### src/rtl/core/spfc8_pkg.sv
// ----------------------------------------------------------------------------
// spfc8_pkg
// Types, constants and the CRC-8 byte update for the scaled pair framer.
// ----------------------------------------------------------------------------
package spfc8_pkg;

    localparam int COEF_W = 32;

    localparam logic [7:0] FRAME_FLAG = 8'h7E;
    localparam logic [7:0] CRC_POLY   = 8'h31;
    localparam logic [7:0] CRC_INIT   = 8'hFF;
    localparam logic [7:0] CRC_TOP    = 8'h80;

    // Configuration register indexes
    localparam logic [1:0] REG_SERVO_GAIN   = 2'd0;
    localparam logic [1:0] REG_SERVO_OFFSET = 2'd1;
    localparam logic [1:0] REG_STEP_GAIN    = 2'd2;
    localparam logic [1:0] REG_STEP_OFFSET  = 2'd3;

    // Reset values of the coefficients (Q15.16)
    localparam logic signed [COEF_W-1:0] GAIN_RESET   = -32'sd4063;
    localparam logic signed [COEF_W-1:0] OFFSET_RESET = 32'sd16711680;

    // Positions within the six-byte frame
    localparam logic [2:0] IDX_OPEN   = 3'd0;
    localparam logic [2:0] IDX_SERVO  = 3'd1;
    localparam logic [2:0] IDX_STEP   = 3'd2;
    localparam logic [2:0] IDX_STATUS = 3'd3;
    localparam logic [2:0] IDX_CRC    = 3'd4;
    localparam logic [2:0] IDX_CLOSE  = 3'd5;

    typedef struct packed {
        logic [7:0] servo;
        logic [7:0] step;
        logic [7:0] status;
    } frame_payload_t;

    function automatic logic [7:0] crc8_byte(input logic [7:0] crc, input logic [7:0] b);
        logic [7:0] c;
        c = crc ^ b;
        for (int k = 0; k < 8; k++) begin
            if ((c & CRC_TOP) != 8'h00) begin
                c = {c[6:0], 1'b0} ^ CRC_POLY;
            end else begin
                c = {c[6:0], 1'b0};
            end
        end
        return c;
    endfunction

    // CRC state after the opening flag, which never changes
    localparam logic [7:0] CRC_AFTER_OPEN = crc8_byte(CRC_INIT, FRAME_FLAG);

endpackage

### src/rtl/core/spfc8_scale.sv
// ----------------------------------------------------------------------------
// spfc8_scale
// One channel: registered gain * sample, then add offset, truncate, saturate.
// ----------------------------------------------------------------------------
module spfc8_scale #(
    parameter int SAMPLE_BITS    = 12,
    parameter int COEF_FRAC_BITS = 16
) (
    input  logic                                   aclk,
    input  logic                                   en,
    input  logic [SAMPLE_BITS-1:0]                 sample,
    input  logic signed [spfc8_pkg::COEF_W-1:0]    gain,
    input  logic signed [spfc8_pkg::COEF_W-1:0]    offset,
    output logic [7:0]                             byte_out
);

    localparam int PROD_W = spfc8_pkg::COEF_W + SAMPLE_BITS + 1;
    localparam int SUM_W  = PROD_W + 1;

    logic signed [SAMPLE_BITS:0] sample_s;
    logic signed [PROD_W-1:0]    product_next;
    logic signed [PROD_W-1:0]    product_reg;
    logic signed [SUM_W-1:0]     sum;

    assign sample_s     = signed'({1'b0, sample});
    assign product_next = gain * sample_s;

    always_ff @(posedge aclk) begin
        if (en) begin
            product_reg <= product_next;
        end
    end

    assign sum = signed'({product_reg[PROD_W-1], product_reg})
               + signed'({{(SUM_W-spfc8_pkg::COEF_W){offset[spfc8_pkg::COEF_W-1]}}, offset});

    // Negative clamps to zero, anything past 255 clamps to full scale
    always_comb begin
        if (sum[SUM_W-1]) begin
            byte_out = 8'h00;
        end else if (|sum[SUM_W-2:COEF_FRAC_BITS+8]) begin
            byte_out = 8'hFF;
        end else begin
            byte_out = sum[COEF_FRAC_BITS+7:COEF_FRAC_BITS];
        end
    end

endmodule

### src/rtl/core/spfc8_framer.sv
// ----------------------------------------------------------------------------
// spfc8_framer
// Holds one frame payload and sends the six frame bytes, folding each of
// the three payload bytes into the CRC as it is sent.
// ----------------------------------------------------------------------------
module spfc8_framer (
    input  logic                       aclk,
    input  logic                       aresetn,
    input  logic                       load,
    input  spfc8_pkg::frame_payload_t  payload,
    output logic                       load_ready,
    output logic                       m_tvalid,
    input  logic                       m_tready,
    output logic [7:0]                 m_tdata,
    output logic                       m_tlast
);

    logic                      busy_reg, busy_next;
    logic [2:0]                idx_reg, idx_next;
    logic [7:0]                crc_reg, crc_next;
    spfc8_pkg::frame_payload_t payload_reg;
    logic                      out_hs;

    assign out_hs     = busy_reg && m_tready;
    assign load_ready = !busy_reg || (out_hs && idx_reg == spfc8_pkg::IDX_CLOSE);

    always_comb begin
        case (idx_reg)
            spfc8_pkg::IDX_OPEN:   m_tdata = spfc8_pkg::FRAME_FLAG;
            spfc8_pkg::IDX_SERVO:  m_tdata = payload_reg.servo;
            spfc8_pkg::IDX_STEP:   m_tdata = payload_reg.step;
            spfc8_pkg::IDX_STATUS: m_tdata = payload_reg.status;
            spfc8_pkg::IDX_CRC:    m_tdata = crc_reg;
            default:               m_tdata = spfc8_pkg::FRAME_FLAG;
        endcase
    end

    assign m_tvalid = busy_reg;
    assign m_tlast  = (idx_reg == spfc8_pkg::IDX_CLOSE);

    always_comb begin
        busy_next = busy_reg;
        idx_next  = idx_reg;
        crc_next  = crc_reg;
        if (load) begin
            busy_next = 1'b1;
            idx_next  = spfc8_pkg::IDX_OPEN;
            crc_next  = spfc8_pkg::CRC_AFTER_OPEN;
        end else if (out_hs) begin
            if (idx_reg == spfc8_pkg::IDX_CLOSE) begin
                busy_next = 1'b0;
            end else begin
                idx_next = idx_reg + 3'd1;
            end
            // fold in the three payload bytes as they leave
            if (idx_reg == spfc8_pkg::IDX_SERVO || idx_reg == spfc8_pkg::IDX_STEP
                || idx_reg == spfc8_pkg::IDX_STATUS) begin
                crc_next = spfc8_pkg::crc8_byte(crc_reg, m_tdata);
            end
        end
    end

    always_ff @(posedge aclk) begin
        if (!aresetn) begin
            busy_reg <= 1'b0;
            idx_reg  <= spfc8_pkg::IDX_OPEN;
        end else begin
            busy_reg <= busy_next;
            idx_reg  <= idx_next;
        end
    end

    always_ff @(posedge aclk) begin
        crc_reg <= crc_next;
        if (load) begin
            payload_reg <= payload;
        end
    end

endmodule

### src/rtl/core/scaled_pair_frame_crc8_encoder_core.sv
// ----------------------------------------------------------------------------
// scaled_pair_frame_crc8_encoder_core
// Scales two joystick samples to bytes and sends them as a CRC-8 frame.
// ----------------------------------------------------------------------------
// Usage:
//   s_ channel: one transaction carries servo sample, step sample and status.
//   m_ channel: each input yields six transactions of one byte each:
//     0x7E, servo byte, step byte, status, CRC-8 (0x31, init 0xFF), 0x7E.
//     m_tlast marks the closing 0x7E.
//   cfg port: write gain/offset registers (Q15.16) while the block is idle.
// Path: the input transaction goes through the input register, the
//   multiplier register and the frame register to the first byte on m_tdata.
// Output rate: one byte per cycle while m_tready is high; the next frame
//   follows the last byte with no gap.
// Reset: coefficients return to gain -4063/65536 and offset 255.0, the pipeline
//   empties and m_tvalid drops.
// Stall: m_tdata/m_tlast hold while m_tready is low; up to two more items
//   are taken into the pipeline, then s_tready drops.
// ----------------------------------------------------------------------------
module scaled_pair_frame_crc8_encoder_core #(
    parameter int SAMPLE_BITS    = 12,
    parameter int COEF_FRAC_BITS = 16
) (
    input  logic                    aclk,
    input  logic                    aresetn,
    // s_tdata: servo_sample, step_sample, status_byte (lowest bit up)
    input  logic [((2*SAMPLE_BITS+8+7)/8)*8-1:0] s_tdata,
    input  logic                    s_tvalid,
    output logic                    s_tready,
    // m_tdata: frame_byte
    output logic [7:0]              m_tdata,
    output logic                    m_tlast,
    output logic                    m_tvalid,
    input  logic                    m_tready,
    input  logic                    cfg_wr_en,
    input  logic [1:0]              cfg_index,
    input  logic [31:0]             cfg_wdata
);

    logic signed [31:0] servo_gain_reg, servo_offset_reg;
    logic signed [31:0] step_gain_reg, step_offset_reg;

    logic [SAMPLE_BITS-1:0] servo_in_reg, step_in_reg;
    logic [7:0]             status_in_reg, status_p2_reg;
    logic                   v1_reg, v1_next, v2_reg, v2_next;

    logic s_hs, adv2, load, load_ready;
    logic [7:0] servo_byte, step_byte;
    spfc8_pkg::frame_payload_t payload;

    // Configuration registers
    always_ff @(posedge aclk) begin
        if (!aresetn) begin
            servo_gain_reg   <= spfc8_pkg::GAIN_RESET;
            servo_offset_reg <= spfc8_pkg::OFFSET_RESET;
            step_gain_reg    <= spfc8_pkg::GAIN_RESET;
            step_offset_reg  <= spfc8_pkg::OFFSET_RESET;
        end else if (cfg_wr_en) begin
            case (cfg_index)
                spfc8_pkg::REG_SERVO_GAIN:   servo_gain_reg   <= signed'(cfg_wdata);
                spfc8_pkg::REG_SERVO_OFFSET: servo_offset_reg <= signed'(cfg_wdata);
                spfc8_pkg::REG_STEP_GAIN:    step_gain_reg    <= signed'(cfg_wdata);
                spfc8_pkg::REG_STEP_OFFSET:  step_offset_reg  <= signed'(cfg_wdata);
                default: ;
            endcase
        end
    end

    // Pipeline handshake: each stage advances when the next one frees up
    assign load     = v2_reg && load_ready;
    assign adv2     = v1_reg && (!v2_reg || load);
    assign s_tready = !v1_reg || !v2_reg || load;
    assign s_hs     = s_tvalid && s_tready;

    always_comb begin
        v1_next = v1_reg;
        if (s_hs) begin
            v1_next = 1'b1;
        end else if (adv2) begin
            v1_next = 1'b0;
        end
        v2_next = v2_reg;
        if (adv2) begin
            v2_next = 1'b1;
        end else if (load) begin
            v2_next = 1'b0;
        end
    end

    always_ff @(posedge aclk) begin
        if (!aresetn) begin
            v1_reg <= 1'b0;
            v2_reg <= 1'b0;
        end else begin
            v1_reg <= v1_next;
            v2_reg <= v2_next;
        end
    end

    always_ff @(posedge aclk) begin
        if (s_hs) begin
            servo_in_reg  <= s_tdata[SAMPLE_BITS-1:0];
            step_in_reg   <= s_tdata[2*SAMPLE_BITS-1:SAMPLE_BITS];
            status_in_reg <= s_tdata[2*SAMPLE_BITS+7:2*SAMPLE_BITS];
        end
        if (adv2) begin
            status_p2_reg <= status_in_reg;
        end
    end

    spfc8_scale #(
        .SAMPLE_BITS    (SAMPLE_BITS),
        .COEF_FRAC_BITS (COEF_FRAC_BITS)
    ) u_servo_scale (
        .aclk     (aclk),
        .en       (adv2),
        .sample   (servo_in_reg),
        .gain     (servo_gain_reg),
        .offset   (servo_offset_reg),
        .byte_out (servo_byte)
    );

    spfc8_scale #(
        .SAMPLE_BITS    (SAMPLE_BITS),
        .COEF_FRAC_BITS (COEF_FRAC_BITS)
    ) u_step_scale (
        .aclk     (aclk),
        .en       (adv2),
        .sample   (step_in_reg),
        .gain     (step_gain_reg),
        .offset   (step_offset_reg),
        .byte_out (step_byte)
    );

    assign payload.servo  = servo_byte;
    assign payload.step   = step_byte;
    assign payload.status = status_p2_reg;

    spfc8_framer u_framer (
        .aclk       (aclk),
        .aresetn    (aresetn),
        .load       (load),
        .payload    (payload),
        .load_ready (load_ready),
        .m_tvalid   (m_tvalid),
        .m_tready   (m_tready),
        .m_tdata    (m_tdata),
        .m_tlast    (m_tlast)
    );

endmodule

### config.mk
export PLATFORM = sky130hd
export DESIGN_NAME = scaled_pair_frame_crc8_encoder_core
export DESIGN_NICKNAME = d
export VERILOG_FILES = /design/src/rtl/core/spfc8_pkg.sv /design/src/rtl/core/spfc8_scale.sv /design/src/rtl/core/spfc8_framer.sv /design/src/rtl/core/scaled_pair_frame_crc8_encoder_core.sv
export SDC_FILE = /design/constraint.sdc
export NUM_CORES = 2
export LEC_CHECK = 0
export ABC_AREA = 1
export BUFFER_PORTS_ARGS = -buffer_cell sky130_fd_sc_hd__buf_4
export CAP_MARGIN = 20
export CORE_ASPECT_RATIO = 0.75
export CORE_MARGIN = 10
export CORE_UTILIZATION = 65
export CTS_BUF_LIST = sky130_fd_sc_hd__clkbuf_4
export CTS_CLUSTER_DIAMETER = 40
export DETAILED_ROUTE_END_ITERATION = 8
export PLACE_DENSITY = 0.82
export SYNTH_ARGS = -nofsm -noshare
export SYNTH_HDL_FRONTEND = slang
export SYNTH_HIERARCHICAL = 1
export SYNTH_SLANG_ARGS = --single-unit
### constraint.sdc
create_clock -name aclk -period 7.5 [get_ports aclk]
set_input_delay 0 -clock aclk [delete_from_list [all_inputs] [get_ports aclk]]
set_output_delay 0 -clock aclk [all_outputs]
set_load 0.02 [all_outputs]
==> qor.yml <==
layout:
  fin_nets: 7639
  stdcell_count: 7622
  areaGrowthSynthToFinish_pct: 9.42
  drive_gt1_frac: 0.0543
setup_path:
  crit_start: "servo_in_reg[1]"
  arrival_ns: 7.06
  path_max_fanout: 21
  critPathRequiredTime_ns: 8.12
  worstRegToRegCells: 17
  timing.rr.end: "u_servo_scale/product_reg[43]"
  path_class: "reg2reg"
  ff2ff_setup_slack_ns: 1.06
  rr_startpoint: "servo_in_reg[1]"
  worstSetupStartpointType: "flip-flop"
  endpoint_kind: "flip-flop"
synthesis:
  netlist_area_um2: 46200
  synth_edf_count: 154
  syn_inst: 6415
  synth-seq-area-share: 0.162
  synth_ff_type: "edfxtp_1"
  syn_area_per_cell_um2: 7.20
  yosysUniqueCellTypes: 54
  synth_warnings: 6
  syn_nets: 7453
  postSynth.asyncResetShare: 0
  synth.ff_latch_count: 296
grt:
  grt_max_degree: 85
  antenna_found_initial: 9
  grt-ovfl-total: 0
  grt_pass1_wl_um: 223000
  grt_usage: 0.344
  grt_pass1_vias: 40800
sta:
  worst_pin_slew_ns: 1.06
  rsz0062_at_grt: "false"
  min_period_ns: 6.44
  relSlewSlack: 0.290
  report.final.slew_viol_count: 0
  setup_viol: 0
  fmax_mhz: 155
  finClkSkew_ns: 0.125
  setup_tns_ns: 0
  finalHoldViolations: 0
  whs_ns: 0.0475
  period_share: 0.859
drt:
  viasPerCell: 5.47
  drc_errors: 0
  via_count: 41700
  firstDrtPassIters: 6
  wl_per_cell_um: 18.7
  routed_wl_um: 142000
  dr.first_iter.drc_count: 5069
  ant_nets: 0
placed_design:
  dp_cells: 7290
  gp_congestion: 1.01
  portBuffers: 81
  hpwl_um: 109000
worst_hold_path:
  min_to: "servo_gain_reg[15]"
  hold_path.startpoint: "cfg_wdata[15]"
  hp-class: "in2reg"
  min_path_cells: 4
clock_network:
  cts_sinks: 296
  htreeDepth: 3
  cts_buffers: 83
  root_buffer: "clkbuf_4"
  clkLatencyLatePin_ns: 0.93
  cts_tree: "yes"
  cts.path.max_buffers: 3
  clk_pin_slew_ns: 0.06
floorplanning:
  io_pins: 82
  die_w_um: 328
  initial_utilization: 0.658
  core_area_um2: 70200
  num_rows: 84
  die_h_um: 251
  fp.dieArea_um2: 82200
outcome:
  status: "finished clean"
job:
  maxCapViolCount: 0
[repair_timing]
action	CTS	global route
hold buffers	166	0
setup buffers	0	0
hold endpoints to repair	205	0
gates resized for setup	0	0
[metal layers]
layer  global-route usage  routed length, um  vias to the layer above
met2                0.480              56900                     2539
met5                    0                 70                        -
met1                0.506              61100                    19700
met3                0.111              19900                      320
li1                     -                  -                    19100
met4               0.0981               4200                       10
[cell type report]
class | count | area (um2)
clock buffers | 120 | 901
fillers | 5668 | 19700
multi-input cells | 4154 | 31300
diodes | 7 | 17.5
inverters | 1777 | 6670
well taps | 946 | 1180
repair buffers | 289 | 2700
clock inverters | 33 | 277
flip-flops and latches | 296 | 7470
[synthesized netlist by cell type, types with 3 or more instances]
cell type,n,area [um2]
a21oi_2,4,35.0
nand2_2,24,150
nor2_4,12,135
buf_1,3,11.3
fa_1,676,13500
buf_2,24,120
and2_1,6,37.5
clkbuf_1,159,597
a31oi_1,20,125
a221oi_1,6,52.6
o211ai_1,9,67.6
edfxtp_1,154,4620
dfxtp_1,142,2840
a21boi_0,3,22.5
xnor2_1,28,245
xor2_1,80,701
o21ai_2,4,35.0
o21bai_1,18,135
nand2_1,1883,7070
ha_1,291,3640
nor4_1,7,43.8
nor2_1,429,1610
nor2_2,17,106
nand3_2,15,150
nand3_1,248,1240
o21ai_0,69,345
o21ai_1,10,50.1
o21a_1,12,90.1
nand4_1,42,263
nand3b_1,5,37.5
o221ai_1,7,61.3
nor3_1,20,100
inv_2,12,45.0
inv_1,1765,6630
a21boi_1,3,22.5
a21oi_1,184,921
[cells in the final DEF (no fill, tap or decap), types with 28 or more instances in the layout]
cell,count
clkbuf_4,120
inv_1,1764
fa_1,676
xnor2_1,28
xor2_1,80
nand4_1,42
o21ai_0,69
dfxtp_1,142
edfxtp_1,154
nand3_1,246
dlygate4sd3_1,166
nor2_1,429
buf_4,116
nand2_1,1883
a21oi_1,183
ha_1,291
[worst max-delay path by stage]
stage,endpoint,slack [ns],cells after the start
after floorplan,status_p2_reg[0],1.14,5
after global placement,u_servo_scale/product_reg[43],1.36,17
after detailed placement,u_servo_scale/product_reg[36],1.29,22
after CTS,u_servo_scale/product_reg[34],1.23,21
after global routing,u_servo_scale/product_reg[43],0.87,17
final,u_servo_scale/product_reg[43],1.06,17
[worst max-delay path, stage by stage, from the launching register on]
cell and delay, ns:
edfxtp_1 0.99, nand2_1 0.30, fa_1 0.60, fa_1 0.85, inv_1 0.11, fa_1 0.48, fa_1 0.55, inv_1 0.05
fa_1 0.47, inv_1 0.04, ha_1 0.35, nand2_1 0.10, nor2_1 0.21, inv_1 0.12, nor4_1 0.49, nand4_1 0.18
nand3_1 0.15, xor2_1 0.07
[metrics by stage]
step                      cell area, um2  utilization  setup WS (ns)
after floorplan                    46200            -           1.14
after global placement             47500        0.677           1.36
after detailed placement           47500        0.677           1.29
after CTS                          50400        0.717           1.23
after global routing               50500        0.719          0.866
final                              50500        0.720           1.06
[cells by family (layout without fill, tap and decap cells)]
family	count (synthesis)	after routing	share of synthesized area
xor+xnor	110	110	0.0212
flops	296	296	0.162
buf+inv	1965	2219	0.161
fa+ha+maj	967	967	0.372
other cells	0	7	0
simple gates	2715	2715	0.239
compound gates	362	362	0.0455
Power is not shown: default switching activity piles up to over one toggle a cycle in this logic, so the estimate is an artifact.
